## src/hdl/cds_pkg.sv

```systemverilog
// Shared constants and codes of the conveyor diverter sequencer.
// No dependencies; used by cds_settle, the top level and the checker by scoped name.
package cds_pkg;

   localparam int SETTLE_MIN_TICKS_DEF = 10;
   localparam int SETTLE_MAX_TICKS_DEF = 160;
   localparam int TIMER_BITS_DEF       = 16;

   localparam int CFG_BITS     = 16;
   localparam int VERDICT_BITS = 8;
   localparam int SETTLE_BITS  = 8;

   localparam logic [CFG_BITS-1:0]     SCAN_LEAD        = 16'd80;
   localparam logic [CFG_BITS-1:0]     PROCESS_TICKS_RST = 16'd300;
   localparam logic [VERDICT_BITS-1:0] VERDICT_ACCEPT   = 8'd1;

   // position check mode
   localparam logic [1:0] MODE_IDLE  = 2'd0;
   localparam logic [1:0] MODE_OUTER = 2'd1;
   localparam logic [1:0] MODE_INNER = 2'd2;

   // actuation event
   localparam logic [1:0] EVT_NONE  = 2'd0;
   localparam logic [1:0] EVT_OUTER = 2'd1;
   localparam logic [1:0] EVT_INNER = 2'd2;

   // error clear bits
   localparam logic [1:0] CLR_NONE  = 2'd0;
   localparam logic [1:0] CLR_INNER = 2'd1;
   localparam logic [1:0] CLR_OUTER = 2'd2;

   localparam logic DRIVE_INNER = 1'b0;
   localparam logic DRIVE_OUTER = 1'b1;

endpackage

```

## src/hdl/cds_settle.sv

```systemverilog
// One side's baffle position check counter.
// Depends on cds_pkg for the counter width.
module cds_settle #(
   parameter int SETTLE_MIN_TICKS = cds_pkg::SETTLE_MIN_TICKS_DEF,
   parameter int SETTLE_MAX_TICKS = cds_pkg::SETTLE_MAX_TICKS_DEF
) (
   input  logic clock,
   input  logic reset,
   input  logic advance,
   input  logic sensor,
   output logic done
);

   localparam int CW = cds_pkg::SETTLE_BITS;

   logic [CW-1:0] count_ff;
   logic [CW-1:0] count_in;
   logic [CW:0]   count_inc;

   always_comb begin
      count_inc = {1'b0, count_ff} + (CW+1)'(1);
      done      = ((count_inc >= (CW+1)'(SETTLE_MIN_TICKS)) && !sensor) ||
                  (count_inc >= (CW+1)'(SETTLE_MAX_TICKS));
      count_in  = count_ff;
      if (advance) begin
         count_in = done ? '0 : count_inc[CW-1:0];
      end
   end

   always_ff @(posedge clock) begin
      if (reset) begin
         count_ff <= '0;
      end else begin
         count_ff <= count_in;
      end
   end

endmodule

```

## src/hdl/conveyor_diverter_sequencer.sv

```systemverilog
// Top level of the conveyor diverter sequencer: tick control and result register.
// Depends on cds_pkg and cds_settle.
//
// Each accepted req_ transaction is one time tick; its rsp_ transaction appears
// in the next cycle from the result register. A tick can be taken every cycle:
// the control step, timer countdown and both position checks are one pass of
// logic from the state registers to the next state and result registers, and
// req_ready stays high while the result register is empty or being emptied.
// process_ticks is written through csr_wr_en/csr_wr_data; write it only while idle (not enforced here).
module conveyor_diverter_sequencer #(
   parameter int SETTLE_MIN_TICKS = cds_pkg::SETTLE_MIN_TICKS_DEF,
   parameter int SETTLE_MAX_TICKS = cds_pkg::SETTLE_MAX_TICKS_DEF,
   parameter int TIMER_BITS       = cds_pkg::TIMER_BITS_DEF
) (
   input  logic       clock,
   input  logic       reset,
   input  logic       csr_wr_en,
   input  logic [15:0] csr_wr_data,
   input  logic       req_valid,
   output logic       req_ready,
   input  logic       req_device_running,
   input  logic       req_bag_detected,
   input  logic       req_verdict_write,
   input  logic [7:0] req_verdict_value,
   input  logic       req_outer_home_sensor,
   input  logic       req_inner_home_sensor,
   output logic       rsp_valid,
   input  logic       rsp_ready,
   output logic       rsp_baffle_drive,
   output logic [1:0] rsp_actuate_event,
   output logic [1:0] rsp_clear_error_bits,
   output logic [1:0] rsp_settling,
   output logic       rsp_bag_in_window,
   output logic       rsp_bag_ok
);

   localparam int CB = cds_pkg::CFG_BITS;
   localparam int WB = (TIMER_BITS > CB) ? TIMER_BITS : CB;
   localparam logic [WB-1:0] TIMER_MAX = WB'({TIMER_BITS{1'b1}});

   logic [CB-1:0]         ptick_ff;
   logic [TIMER_BITS-1:0] scan_ff, scan_in;
   logic [TIMER_BITS-1:0] proc_ff, proc_in;
   logic                  window_ff, window_in;
   logic                  running_ff, running_in;
   logic                  ok_ff, ok_in;
   logic [7:0]            latch_ff, latch_in;
   logic [1:0]            mode_ff, mode_in;
   logic                  drive_ff, drive_in;

   logic                  rsp_valid_ff;
   logic [1:0]            event_ff, event_in;
   logic [1:0]            clear_ff, clear_in;

   logic                  accept;
   logic [1:0]            mode_mid;
   logic                  outer_done, inner_done;
   logic [WB-1:0]         full_wide, win_wide;
   logic [TIMER_BITS-1:0] full_fit, win_fit;
   logic [CB-1:0]         win_raw;

   assign req_ready = !rsp_valid_ff || rsp_ready;
   assign accept    = req_valid && req_ready;

   // saturate process_ticks and the scan window to the timer width
   always_comb begin
      win_raw   = (ptick_ff > cds_pkg::SCAN_LEAD) ? (ptick_ff - cds_pkg::SCAN_LEAD) : '0;
      full_wide = WB'(ptick_ff);
      win_wide  = WB'(win_raw);
      full_fit  = (full_wide > TIMER_MAX) ? TIMER_MAX[TIMER_BITS-1:0]
                                          : full_wide[TIMER_BITS-1:0];
      win_fit   = (win_wide > TIMER_MAX) ? TIMER_MAX[TIMER_BITS-1:0]
                                         : win_wide[TIMER_BITS-1:0];
   end

   always_comb begin
      latch_in   = req_verdict_write ? req_verdict_value : latch_ff;
      scan_in    = scan_ff;
      proc_in    = proc_ff;
      window_in  = window_ff;
      running_in = running_ff;
      ok_in      = ok_ff;
      drive_in   = drive_ff;
      mode_mid   = mode_ff;
      event_in   = cds_pkg::EVT_NONE;
      clear_in   = cds_pkg::CLR_NONE;

      if (req_device_running) begin
         if (!window_in && req_bag_detected) begin
            scan_in    = win_fit;
            proc_in    = full_fit;
            window_in  = 1'b1;
            running_in = 1'b1;
         end
         if (window_in && (scan_in == '0)) begin
            ok_in     = (latch_in == cds_pkg::VERDICT_ACCEPT);
            latch_in  = '0;
            window_in = 1'b0;
         end
         if (proc_in == '0) begin
            if (ok_in) begin
               drive_in = cds_pkg::DRIVE_OUTER;
               mode_mid = cds_pkg::MODE_OUTER;
               event_in = cds_pkg::EVT_OUTER;
               clear_in = cds_pkg::CLR_OUTER;
            end else begin
               drive_in = cds_pkg::DRIVE_INNER;
               mode_mid = cds_pkg::MODE_INNER;
               event_in = cds_pkg::EVT_INNER;
               clear_in = cds_pkg::CLR_INNER;
            end
            proc_in    = full_fit;
            running_in = 1'b0;
         end
      end else begin
         window_in  = 1'b0;
         proc_in    = '0;
         running_in = 1'b0;
      end

      if (scan_in != '0) begin
         scan_in = scan_in - TIMER_BITS'(1);
      end
      if (running_in && (proc_in != '0)) begin
         proc_in = proc_in - TIMER_BITS'(1);
      end

      mode_in = mode_mid;
      if (((mode_mid == cds_pkg::MODE_OUTER) && outer_done) ||
          ((mode_mid == cds_pkg::MODE_INNER) && inner_done)) begin
         mode_in = cds_pkg::MODE_IDLE;
      end
   end

   cds_settle #(
      .SETTLE_MIN_TICKS(SETTLE_MIN_TICKS),
      .SETTLE_MAX_TICKS(SETTLE_MAX_TICKS)
   ) u_settle_outer (
      .clock  (clock),
      .reset  (reset),
      .advance(accept && (mode_mid == cds_pkg::MODE_OUTER)),
      .sensor (req_outer_home_sensor),
      .done   (outer_done)
   );

   cds_settle #(
      .SETTLE_MIN_TICKS(SETTLE_MIN_TICKS),
      .SETTLE_MAX_TICKS(SETTLE_MAX_TICKS)
   ) u_settle_inner (
      .clock  (clock),
      .reset  (reset),
      .advance(accept && (mode_mid == cds_pkg::MODE_INNER)),
      .sensor (req_inner_home_sensor),
      .done   (inner_done)
   );

   always_ff @(posedge clock) begin
      if (reset) begin
         ptick_ff     <= cds_pkg::PROCESS_TICKS_RST;
         scan_ff      <= '0;
         proc_ff      <= '0;
         window_ff    <= 1'b0;
         running_ff   <= 1'b0;
         ok_ff        <= 1'b0;
         latch_ff     <= '0;
         mode_ff      <= cds_pkg::MODE_IDLE;
         drive_ff     <= cds_pkg::DRIVE_INNER;
         rsp_valid_ff <= 1'b0;
      end else begin
         if (csr_wr_en) begin
            ptick_ff <= csr_wr_data;
         end
         if (accept) begin
            scan_ff    <= scan_in;
            proc_ff    <= proc_in;
            window_ff  <= window_in;
            running_ff <= running_in;
            ok_ff      <= ok_in;
            latch_ff   <= latch_in;
            mode_ff    <= mode_in;
            drive_ff   <= drive_in;
         end
         if (accept) begin
            rsp_valid_ff <= 1'b1;
         end else if (rsp_ready) begin
            rsp_valid_ff <= 1'b0;
         end
      end
   end

   // per-tick event fields; held while the result waits
   always_ff @(posedge clock) begin
      if (accept) begin
         event_ff <= event_in;
         clear_ff <= clear_in;
      end
   end

   assign rsp_valid            = rsp_valid_ff;
   assign rsp_baffle_drive     = drive_ff;
   assign rsp_actuate_event    = event_ff;
   assign rsp_clear_error_bits = clear_ff;
   assign rsp_settling         = mode_ff;
   assign rsp_bag_in_window    = window_ff;
   assign rsp_bag_ok           = ok_ff;

endmodule

```

## config.mk

```make
export PLATFORM = sky130hd
export DESIGN_NAME = conveyor_diverter_sequencer
export DESIGN_NICKNAME = d
export VERILOG_FILES = /design/src/hdl/cds_pkg.sv /design/src/hdl/cds_settle.sv /design/src/hdl/conveyor_diverter_sequencer.sv
export SDC_FILE = /design/constraint.sdc
export NUM_CORES = 1
export LEC_CHECK = 0
export ABC_AREA = 1
export BUFFER_PORTS_ARGS = -buffer_cell sky130_fd_sc_hd__buf_2
export CORE_AREA = 3 3 104 106
export DETAILED_ROUTE_END_ITERATION = 10
export DIE_AREA = 0 0 107 109
export PLACE_DENSITY = 0.86
export SYNTH_ARGS = -nofsm -noshare
export SYNTH_HDL_FRONTEND = slang
export SYNTH_SLANG_ARGS = --single-unit
```

## constraint.sdc

```tcl
create_clock -name clock -period 4 [get_ports clock]
set_input_delay 0.4 -clock clock [delete_from_list [all_inputs] [get_ports clock]]
set_output_delay 0.4 -clock clock [all_outputs]
set_load 0.01 [all_outputs]
```

==> key figures <==
Worst hold path
  • Hold Path Class: in -> reg
  • Hold path cells: 3

Setup path
  • Setup CP Type: reg -> reg
  • CP endpoint kind: register
  • Crit path max fanout: 36
  • CP Launch Type: register
  • FF-to-FF path depth: 19
  • Worst path required time: 4.28 ns
  • Worst endpoint data arrival time: 3.58 ns

Floorplan
  • Core Area: 9860 sq um
  • Die Y: approximately 110 microns
  • Row count: 36
  • Die W: ~110 microns
  • Top-Level Pins: 45
  • Initial Utilization: 0.608
  • Die area: between 10,000 and 15,000 sq um

Finish
  • Inserted Diodes: 0
  • Fillcell total: 950
  • Layout area overhead: 6.82%
  • Post-layout nets: about 1,100
  • Most frequent cells in the layout: 265 x nand2_1, 122 x inv_1, 114 x nor2_1, 82 x o21ai_0, 79 x dfxtp_1
  • Share of post-route cells with drive strength above 1: 0.111
  • Leading cell type in the layout, fill and taps excluded: nand2_1
  • Final Util: 0.650

Clocking
  • Clk pin slew, worst setup/hold paths: roughly 0.09 ns
  • CTS Sinks: slightly above 80
  • H-Tree Depth: 3
  • Post-cts resize count: 0
  • CTS Buf Count: 9
  • Clk buf depth: 2
  • Post-CTS Setup Bufs: 0
  • Post-CTS Hold Fix Bufs: 0
  • CTS tree: yes
  • Clk_lat worst skew: around 0.38 ns
  • CTS root buf: clkbuf_8

Route
  • Residual DRC count: 0
  • Drt pass-1 iters: 7
  • ANT nets after route: 0
  • DR iter-0 viols: approximately 500
  • Vias/cell: between 5 and 6
  • WL final: between 15,000 and 20,000 microns
  • Post-DR wirelength/cell: about 14 microns
  • DR vias: 6,268

Timing
  • Tcrit/Tclk final: 0.826
  • Layout Skew: around 0.021 ns
  • Smallest setup slack after layout: ~0.7 ns
  • Slew Viols, Final: 0
  • Hold slack: between 0.2 and 0.25 ns
  • Slew @ Worst Pin: a little over 1 ns
  • # setup viols final: 0
  • Slew margin rel.: 0.325
  • Fin crit period: 3.30 ns
  • Fin Setup TNS: 0 ns
  • Count of final hold-check violations: 0
  • RSZ-0062 raised after global routing: no
  • F_max: 303 MHz

Pwr
  • Power Dens Cells: 327 nW/um^2
  • Pleak: between 0.003 and 0.004 uW
  • Peak supply drop: roughly 0.15 mV

Logic synthesis
  • Ys Warns: 0
  • Synth cell types: between 40 and 50
  • Sequential share of the synthesized area: 0.274
  • Mean post-synth cell area: 6.05 sq um
  • Prevailing post-synth register cell: dfxtp_1
  • Post-synth EDFFs: 2
  • Async SR Flop Fraction: 0
  • Post-Synthesis Cells: 992
  • #FFs+latches synth: between 80 and 90
  • Syn Nets: 1,036
  • Mapped cell area: 6000 sq um

Placed design
  • IO Port Bufs: 44
  • Post-DP HPWL: around 11,000 microns
  • Final Wtd Congestion: roughly 0.99
  • Pre-CTS setup slack: about 0.6 ns

Flow run
  • Max-Cap Viols: 0

Global routing
  • Vias in the first global route: about 5,500
  • Antenna violations before repair: 0
  • GRT Total Usage: 0.273
  • GRT overflow: 0
  • First-pass GRT wire length: ~26,000 microns
  • Largest net degree at the start of global routing: between 40 and 50

Outcome
  • Status: finished clean
-- through the flow --
step                instances  instance area (sq um)  power [uW]
floorplan                 992                   6000        1340
global placement         1135                   6200        1450
detailed placement       1135                   6200        1450
CTS                      1151                   6410        2100
global route             1151                   6410        2210
finish                   1151                   6410        2100
-- where the power goes --
part | internal, uW | switching (uW)
sequential | 857 | 36.7
combinational | 185 | 374
clock | 312 | 330
-- flip-flops by register name, indices dropped and copies added, names as in the netlist --
name                     cells
scan_ff                     16
latch_ff                     8
rsp_clear_error_bits         1
rsp_actuate_event            1
rsp_baffle_drive             1
u_settle_inner.count_ff      8
rsp_bag_in_window            1
proc_ff                     16
running_ff                   1
rsp_bag_ok                   1
full_wide                   16
u_settle_outer.count_ff      8
rsp_settling                 2
rsp_valid                    1
-- logic make-up (layout without fill, tap and decap cells) --
kind of cell             count (synthesis)  after routing  synth area share
AND/OR/NAND/NOR                        518            518             0.375
AO/OA/AOI/OAI                          175            175             0.152
buffers and inverters                  170            196             0.121
flip-flops                              81             81             0.274
XOR/XNOR                                30             30            0.0438
adder cells (fa/ha/maj)                 10             10            0.0209
multiplexers                             8              8            0.0140
-- per-layer routing --
| metal | wire length, microns | track usage |
|---|---|---|
| met4 | 269 | 0.0849 |
| met1 | 6990 | 0.362 |
| met5 | 0 | 0 |
| met2 | 7410 | 0.464 |
| met3 | 896 | 0.0355 |
-- path summary, 6_finish.rpt --
check,to,slack (ns),start
setup / recovery,proc_ff[13]$_SDFFE_PP0P_,0.70,rsp_bag_in_window$_SDFFE_PP0P_
hold / removal,full_wide[3]$_SDFFE_PP1P_,0.24,csr_wr_data[3]
setup reg to reg,proc_ff[13]$_SDFFE_PP0P_,0.70,rsp_bag_in_window$_SDFFE_PP0P_
hold reg to reg,latch_ff[5]$_SDFFE_PP0P_,0.46,latch_ff[5]$_SDFFE_PP0P_
-- worst max-delay path: stages (launching register included) --
cell and delay [ns]:
dfxtp_1 0.43, inv_2 0.08, nand2_4 0.30, nand2_1 0.10, o21ai_0 0.15, nand4_1 0.15, nor2_2 0.18, nand2_2 0.26
o211ai_4 0.36, ha_1 0.20, a21boi_0 0.18, nand2_1 0.07, nor2_1 0.17, nand2_4 0.10, nand2_8 0.13, inv_6 0.09
nand2_1 0.07, nand3_1 0.06, nand2_1 0.07, inv_1 0.03
-- cell usage after synthesis (16+ instances only) --
master | count | area [sq um]
nand2_1 | 265 | 995
inv_1 | 122 | 458
nor2_1 | 114 | 428
o21ai_0 | 82 | 410
dfxtp_1 | 79 | 1580
nand3_1 | 70 | 350
a21oi_1 | 66 | 330
xor2_1 | 24 | 210
clkbuf_1 | 21 | 78.8
nand4_1 | 19 | 119
o21ai_1 | 18 | 90.1
nand2_2 | 16 | 100
-- final cells by class --
| cell class | count | area, sq um | area share |
|---|---|---|---|
| Tap cell | 133 | 166 | 0.0260 |
| Clock buffer | 11 | 141 | 0.0221 |
| Inverter | 129 | 489 | 0.0763 |
| Sequential cell | 81 | 1640 | 0.256 |
| Clock inverter | 5 | 63.8 | 0.00996 |
| Multi-Input combinational cell | 741 | 3630 | 0.567 |
| Timing Repair Buffer | 51 | 273 | 0.0426 |
No activity file was read; power rests on OpenSTA's default activity.
